File: config.mk
export PLATFORM = sky130hd
export DESIGN_NAME = bfa_find
export DESIGN_NICKNAME = d
export VERILOG_FILES = /design/src/bfa_pkg.sv /design/src/bfa_find.sv
export SDC_FILE = /design/constraint.sdc
export NUM_CORES = 1
export LEC_CHECK = 0
export BUFFER_PORTS_ARGS = -buffer_cell sky130_fd_sc_hd__buf_2
export CAP_MARGIN = 20
export CORE_AREA = 2 2 39 41
export DETAILED_ROUTE_END_ITERATION = 8
export DIE_AREA = 0 0 41 43
export PLACE_DENSITY = 0.66
export SLEW_MARGIN = 20
export SYNTH_ARGS = -nofsm -noshare
export SYNTH_HDL_FRONTEND = slang
export SYNTH_SLANG_ARGS = --single-unit
File: constraint.sdc
create_clock -name vclk -period 2.7
set_input_delay 0.405 -clock vclk [all_inputs]
set_output_delay 0.405 -clock vclk [all_outputs]
set_load 0.01 [all_outputs]
File: src/bfa_pkg.sv
// Package with the shared constants and codes of the bitmap frame allocator.
`timescale 1ns / 1ps

package bfa_pkg;

    localparam int FRAME_COUNT = 4096;
    localparam int FRAME_BYTES = 4096;
    localparam int WORD_BITS   = 32;
    localparam int WORD_COUNT  = (FRAME_COUNT + WORD_BITS - 1) / WORD_BITS;
    localparam int WIDX_W      = (WORD_COUNT > 1) ? $clog2(WORD_COUNT) : 1;
    localparam int FNUM_W      = $clog2(FRAME_COUNT) + 1;

    // Bits of the last word that lie beyond the last frame read as used.
    localparam logic [WORD_BITS-1:0] PAD_MASK = (FRAME_COUNT % WORD_BITS == 0) ? '0 :
        ~((32'h1 << (FRAME_COUNT % WORD_BITS)) - 32'h1);

    localparam logic [1:0] OP_ALLOC = 2'd0;
    localparam logic [1:0] OP_FREE  = 2'd1;
    localparam logic [1:0] OP_INIT  = 2'd2;

    localparam logic [1:0] ST_OK      = 2'd0;
    localparam logic [1:0] ST_NOMEM   = 2'd1;
    localparam logic [1:0] ST_BADADDR = 2'd2;

endpackage

File: src/bfa_find.sv
// Lowest-clear-bit finder for one bitmap word, a five-step binary search.
`timescale 1ns / 1ps

module bfa_find
    import bfa_pkg::*;
(
    input  logic [WORD_BITS-1:0] word,
    output logic [4:0]           bit_index
);

    always_comb begin
        logic [WORD_BITS-1:0] z;
        logic [4:0]           idx;
        z   = ~word;
        idx = '0;
        for (int step = 4; step >= 0; step--) begin
            if ((z & ((32'h1 << (1 << step)) - 32'h1)) == '0) begin
                idx = idx | 5'(1 << step);
                z   = z >> (1 << step);
            end
        end
        bit_index = idx;
    end

endmodule

==> metrics, run 1 <==
diode count 0; GR Util met3 less than 1%; crit start category input port; Avg Synthesized Cell Area approximately 6.7 um^2; most common cell after layout, fill and taps aside buf_2; Remaining DRCs 0; critical path required time around 2300 ps; switching pwr about 0.000022 W; CP most frequent cell buf_2; crit path capture type output pin; Die W around 41 um; nets between 100 and 150; relative slew slack between 60% and 70%; GR Overflow Total 0; seq_cells 0; Clock power frac 0%; Non-Filler Instances 95; initial core utilization between 20 and 25%; Pint about 0.000026 W; Die ar. ~0.0018 mm^2; PD cells roughly 97 mW/mm^2; Leakage 0.229 nW; Post-Syn Area ~300 um^2; Worst path top cell family by delay compound AO/OA/AOI/OAI gates; Arr. time, crit path approximately 2200 ps; Yosys warnings 0; Final min period 2590 ps; dpl cells 95; pin slew with the least headroom to its limit 501 ps; Peak supply drop about 0.03 mV; endpoints failing hold 0; Distinct cells, synth 25; P&R area growth vs syn 67.1%; FF+latch area 0 um^2; max-cap violations 0; slowest cell delay on critical path around 500 ps; global-route wire length before repair around 1.7 mm; syn_nets between 70 and 80; Setup TNS 0 ps; Crit Path Class input port to output pin; vias per cell ~5.5; Final setup viols 0; Finished Core Util a little over a third; post-synthesis sequential area ratio 0%; GR peak layer met2; Final GP Congestion roughly 0.83; GR Util met2 a little under a quarter; # IOs 37; GR Layer Usage met1 roughly 17%; Worst Hold Class input port to output pin; Worst Hold Launch word[0]; crit path cell chain buf_2 > and4_1 > or4_1 > a2bb2oi_1 > o21ai_1 > a221o_1 > o21ba_1 > buf_2; share of layout cells above drive strength 1 about half; largest net degree at the start of global routing 11; setup bufs post-CTS 0; most frequent cells in the layout buf_2, o21ai_0, nand4_1, and4_1; Max Slew Vio Count 0; Global Route Usage Sum ~13%; DR WL/cell about 11 um; unrepaired setup endpoints after global routing false; status finished, final reports clean; Logic pwr share 100.0%; Routed Antenna Nets 0; Tcrit/Tclk final a little under 100%; dpl hpwl ~950 um; Placeable Area 0.00138 mm^2; Max FO, Critical Path 3; Syn Inst Count 44; PortBufs 36; WHS Path Cells 4; First DRT Iteration DRCs 14; number of clock buffers in the layout 0; sw frac between 40% and 50%; Max Clock Freq between 300 and 400 MHz; die span in y between 40 and 50 um; Hold Buf Count CTS 0; vias in the first global route about 440; Slowest-stage cell, CP or4_1; first drt pass iteration count 4; drt total wl 1.09 mm; Buf/Inv on CP 2; row count 14; Min-Delay Endpoint bit_index[1]; Reg power frac 0%; initial antenna violation count 0; Post-CTS Resized 0; detailed-route via count 521
logic make-up (layout without fill, tap and decap cells):
group / after synthesis / count (layout) / share of synthesized area, %
AOI/OAI and AO/OA: 21 / 21 / 46.8
buffers and inverters: 2 / 37 / 2.95
and+or+nand+nor: 21 / 21 / 50.2
synthesized netlist by cell type:
master / count / area, um^2
nand4b_1: 2 / 17.5
nand2_1: 1 / 3.75
buf_2: 1 / 5.00
o221ai_1: 1 / 8.76
a21oi_1: 2 / 10.0
or4_2: 1 / 8.76
o2111ai_1: 1 / 8.76
and2_1: 1 / 6.26
nor3_1: 1 / 5.00
o21ba_1: 1 / 10.0
nor2_1: 2 / 7.51
o21ai_0: 9 / 45.0
o21ai_1: 1 / 5.00
a211oi_1: 1 / 7.51
nand4_1: 4 / 25.0
a221oi_1: 2 / 17.5
o21a_1: 1 / 7.51
a221o_1: 1 / 10.0
nand4_2: 1 / 12.5
a2bb2oi_1: 1 / 8.76
or4_1: 2 / 15.0
and4_1: 4 / 35.0
or3_2: 1 / 7.51
nand3_1: 1 / 5.00
inv_1: 1 / 3.75
cell type report:
cell class	count	area, um^2
fill	167	888
multi-input combinational	42	292
timing repair buffer	36	180
tap	16	20.0
inverter	1	3.75
per-layer routing:
metal	vias to the layer above	wire length, um
li1	265	-
met5	-	0
met1	234	457
met2	22	531
met3	0	100
met4	0	0
worst max-delay path by stage:
stage          startpoint           end  slack, ps  depth (start not counted)
2_1_floorplan     word[3]  bit_index[0]        440                          6
3_3_place_gp     word[10]  bit_index[0]        100                          8
3_5_place_dp     word[10]  bit_index[0]         80                          8
4_1_cts          word[10]  bit_index[0]         80                          8
5_1_grt          word[10]  bit_index[0]          3                          8
6_report         word[25]  bit_index[0]        110                          8
per-stage QoR:
step,instance area (um^2),hold WS (ps),total power (W),setup WS [ps]
finish,495,1170,0.0000482,107
global route,495,1210,0.0000544,2.82
CTS,492,1170,0.0000483,80.1
detailed placement,492,1170,0.0000481,80.3
global placement,492,1170,0.0000477,95.7
floorplan,297,944,0.0000156,435
power by group through the flow:
stage	Sequential (W)	Combinational [W]	Clock, W
2_1_floorplan	0	0.0000156	0
3_3_place_gp	0	0.0000477	0
3_5_place_dp	0	0.0000481	0
4_1_cts	0	0.0000483	0
5_1_grt	0	0.0000544	0
6_report	0	0.0000482	0
No activity file was read; power rests on OpenSTA's default activity.
==> run 2: changes to the inputs <==
==> constraint.sdc (replaced) <==
create_clock -name vclk -period 2.7
set_input_delay 0.54 -clock vclk [all_inputs]
set_output_delay 0.54 -clock vclk [all_outputs]
set_load 0.01 [all_outputs]
==> metrics, run 2 (synthesis results as in run 1) <==
post-layout instance area ~760 um^2; Final setup viols 1; crit path capture type output pin; die span in y about 43 um; First DRT Iteration DRCs 12; Die W about 40 um; PD cells 107 mW/mm^2; Arr. time, crit path ~2200 ps; most common cell after layout, fill and taps aside buf_2; number of clock buffers in the layout 0; DR WL/cell between 10 and 15 um; vias per cell around 5.4; Hold Buf Count CTS 0; Leakage about 0.36 nW; Placeable Area 0.00138 mm^2; endpoints failing hold 0; post-route total power 0.0000814 W; crit start category input port; Final GP Congestion 0.814; Peak supply drop 0.0452 mV; max-cap violations 0; Max FO, Critical Path 7; GR Overflow Total 0; GR Util met3 0%; status complete, but fails checks; share of layout cells above drive strength 1 68.0%; row count 14; Max Clock Freq ~370 MHz; critical path required time approximately 2200 ps; P&R area growth vs syn 156%; relative slew slack around four fifths; nets around 130; detailed-route via count between 600 and 700; initial core utilization between 20% and 30%; failing checks setup timing; initial antenna violation count 0; Routed Antenna Nets 0; crit path from word[2]; Worst Hold Class input port to output pin; largest net degree at the start of global routing 8; setup ws final -33.1 ps; dpl hpwl approximately 1.0 mm; Global Route Usage Sum about 15%; Tcrit/Tclk final 101%; Worst Hold Launch word[0]; GR peak layer met2; # fillers approximately 140; GR Layer Usage met1 between 20% and 30%; PortBufs 36; Final min period approximately 2700 ps; drt total wl 1.53 mm; global-route wire length before repair around 2 mm; pin slew with the least headroom to its limit just over 300 ps; first drt pass iteration count 4; FF+latch area 0 um^2; Crit Path Class input port to output pin; unrepaired setup endpoints after global routing true; vias in the first global route 530; Remaining DRCs 0; # IOs 37; placed cell area 619 um^2; Max Slew Vio Count 0; most frequent cells in the layout buf_2, buf_4, buf_6; Die ar. roughly 0.0018 mm^2; diode count 0; GR Util met2 roughly a quarter; seq_cells 0
## run 2: cell types whose count changed in the layout (fill, tap and decap cells not counted), sizes merged
cell,before,now
buf,36,57
## run 2: worst max-delay path, stage by stage
cell and delay (ps):
buf_6 70, nand4_1 230, or4_4 620, buf_4 170, o21ai_0 160, a221oi_1 80
o21ba_1 190, buf_2 130
## run 2: timing repair
action | 4_1_cts | 5_1_grt
gates resized for setup | 5 | 17
endpoints found under the setup margin | 2 | 2
pin swaps | 10 | 5
setup buffers | 3 | 1
## run 2: report_power, final
part | internal [W] | switching, W | total, W
registers | 0 | 0 | 0
clock network | 0 | 0 | 0
logic | 0.0000507 | 0.0000307 | 0.0000814
total | 0.0000507 | 0.0000307 | 0.0000814
## run 2: per-layer routing
layer | up-vias | part of all wire, %
met5 | - | 0
met4 | 0 | 0
met3 | 0 | 6.5
met2 | 28 | 54
met1 | 287 | 39
li1 | 313 | -
## run 2: final cells by class
class / instances / area (um^2) / area share, %
well taps: 16 / 20.0 / 2.64
multi-input cells: 42 / 335 / 44.2
repair buffers: 57 / 400 / 52.7
inverters: 1 / 3.75 / 0.494
## run 2: metrics by stage
step,hold WS [ps],util [%],TNS [ps],std cells,setup slack [ps]
floorplan,1210,-,0,44,165
global route,1510,54.9,-181,116,-120
finish,1460,54.9,-33.1,116,-33.1
CTS,1480,48.0,-44.3,115,-44.3
detailed placement,1450,44.8,-162,112,-129
global placement,1440,44.8,-133,112,-109
## run 2: final timing paths
path                  endpoint  depth (start not counted)  slack [ps]
setup / recovery  bit_index[0]                          8         -30
hold / removal    bit_index[1]                          4        1460
==> run 3: changes to the inputs <==
--- a/config.mk
+++ b/config.mk
@@ -5,12 +5,13 @@
 export SDC_FILE = /design/constraint.sdc
 export NUM_CORES = 1
 export LEC_CHECK = 0
+export ABC_AREA = 1
 export BUFFER_PORTS_ARGS = -buffer_cell sky130_fd_sc_hd__buf_2
 export CAP_MARGIN = 20
 export CORE_AREA = 2 2 39 41
 export DETAILED_ROUTE_END_ITERATION = 8
 export DIE_AREA = 0 0 41 43
-export PLACE_DENSITY = 0.66
+export PLACE_DENSITY = 0.78
 export SLEW_MARGIN = 20
 export SYNTH_ARGS = -nofsm -noshare
 export SYNTH_HDL_FRONTEND = slang
==> metrics, run 3 <==
status complete, but fails checks; die span in y ~43 um; Final GP Congestion roughly 0.8; crit path capture type output pin; Final setup viols 2; dpl cells ~150; most frequent cells in the layout nand2_1, buf_2, nand2_2; Non-Filler Instances 150; largest net degree at the start of global routing 9; share of the synthesized area in the top cell type 34.5%; max-cap violations 0; row count 14; GR Overflow Total 0; detailed-route via count 735; Hold Buf Count CTS 0; Yosys warnings 0; number of clock buffers in the layout 0; Commonest cells post-synth nand2_1, inv_1, nor2_4; Tcrit/Tclk final 102%; placed cell area just under 700 um^2; failing checks setup timing; post-route total power ~0.0001 W; diode count 0; # IOs 37; Post-Syn Area ~450 um^2; Placeable Area roughly 0.0014 mm^2; Avg Synthesized Cell Area 5.02 um^2; vias in the first global route 679; CP most frequent cell nand2_2; Arr. time, crit path 2210 ps; DR WL/cell between 10 and 15 um; post-layout instance area 917 um^2; Max Clock Freq ~360 MHz; P&R area growth vs syn 105%; drt total wl ~1.8 mm; Peak supply drop about 0.067 mV; critical path required time ~2200 ps; Die W between 40 and 50 um; Min-Delay Endpoint bit_index[1]; Leakage 0.487 nW; initial core utilization 32.3%; global-route wire length before repair ~2.5 mm; PortBufs 36; Routed Antenna Nets 0; WHS Path Cells 7; vias per cell approximately 4.9; nets 168; PD cells between 100 and 150 mW/mm^2; Crit Path Class input port to output pin; initial antenna violation count 0; post-synthesis sequential area ratio 0%; Setup TNS -62.4 ps; First DRT Iteration DRCs 13; Finished Core Util about two thirds; syn_nets ~120; setup ws final -48.6 ps; cell taking the most area after synthesis nand2_1; FF+latch area 0 um^2; Worst Hold Launch word[0]; Remaining DRCs 0; Final min period 2750 ps; crit path cell chain buf_8 > nand2_4 > nor2_4 > nand2_2 > nor2_4 > nand2_2 > nand2_2 > nand2_2 > nor2_4 > nand3_2 > nand2_2 > nor2_2 > nand2_2 > nand2_1 > nand2_1 > nor2_1 > nor2_1 > buf_2; Levels on crit path 18; Die ar. 0.00176 mm^2; Distinct cells, synth 15; seq_cells 0; first drt pass iteration count 4; relative slew slack between 80% and 90%; crit start category input port; dpl hpwl roughly 1.1 mm; Buf/Inv on CP 2; leading cell type by number of instances after synthesis nand2_1; slowest cell delay on critical path 200 ps; Syn Inst Count 89; pin slew with the least headroom to its limit 244 ps; Worst path top cell family by delay simple AND/OR/NAND/NOR gates; largest cells by area after synthesis nand2_1, nor2_4, inv_1; endpoints failing hold 0; Max FO, Critical Path 6; Slowest-stage cell, CP nor2_4; Worst Hold Class input port to output pin; Global Route Usage Sum 19.5%; share of layout cells above drive strength 1 61.9%; Max Slew Vio Count 0; unrepaired setup endpoints after global routing true
## run 3: cell types whose count changed after synthesis, moves of 4 or more
cell and change:
o21ai_0 -5, nand2_2 +4, nand3_1 +4, nor2_2 +5, inv_1 +9, and4_1 -4, nand4_1 -4, nand2_1 +40
nor2_4 +6
## run 3: layout make-up
type,instances,area (um^2)
fillers,108,467
inverters,10,37.5
multi-input cells,79,503
well taps,16,20.0
repair buffers,45,357
## run 3: through the flow
stage / hold slack (ps) / setup WS, ps
6_report: 1640 / -48.6
5_1_grt: 1690 / -186
4_1_cts: 1640 / 0.296
3_5_place_dp: 1640 / -86.6
3_3_place_gp: 1640 / -41.9
2_1_floorplan: 1320 / 250
## run 3: how the worst max path moves through the flow
stage	start	slack (ps)	end
3_5_place_dp	word[1]	-90	bit_index[0]
3_3_place_gp	word[1]	-40	bit_index[0]
4_1_cts	word[4]	0.3	bit_index[0]
5_1_grt	word[10]	-190	bit_index[0]
6_report	word[10]	-50	bit_index[0]
2_1_floorplan	word[1]	250	bit_index[0]
## run 3: timing repair
action / 4_1_cts / 5_1_grt
resized for setup: 28 / 21
setup endpoints to repair: 2 / 3
pin swaps: 30 / 23
buffers inserted: 3 / 1
## run 3: worst min-delay path: stages
cell      delay [ps]
buf_6             90
inv_1             40
a21oi_1           50
nand2_2           80
o21bai_1         120
nor2_1            50
buf_2            130
## run 3: kinds of logic after synthesis
family	after synthesis	synth area share, %
simple gates	66	74.5
buf+inv	10	8.40
compound gates	13	17.1
## run 3: per-layer routing
metal  vias to the layer above  GRT usage, %  part of all wire, %
li1                        369             -                    -
met5                         -             0                    0
met1                       324          22.2                   34
met2                        38          39.1                   57
met4                         0             0                  1.9
met3                         4             0                  7.9
## run 3: power breakdown
part / switching, W / internal (W)
clock: 0 / 0
sequential: 0 / 0
combinational: 0.0000453 / 0.0000552
total: 0.0000453 / 0.0000552
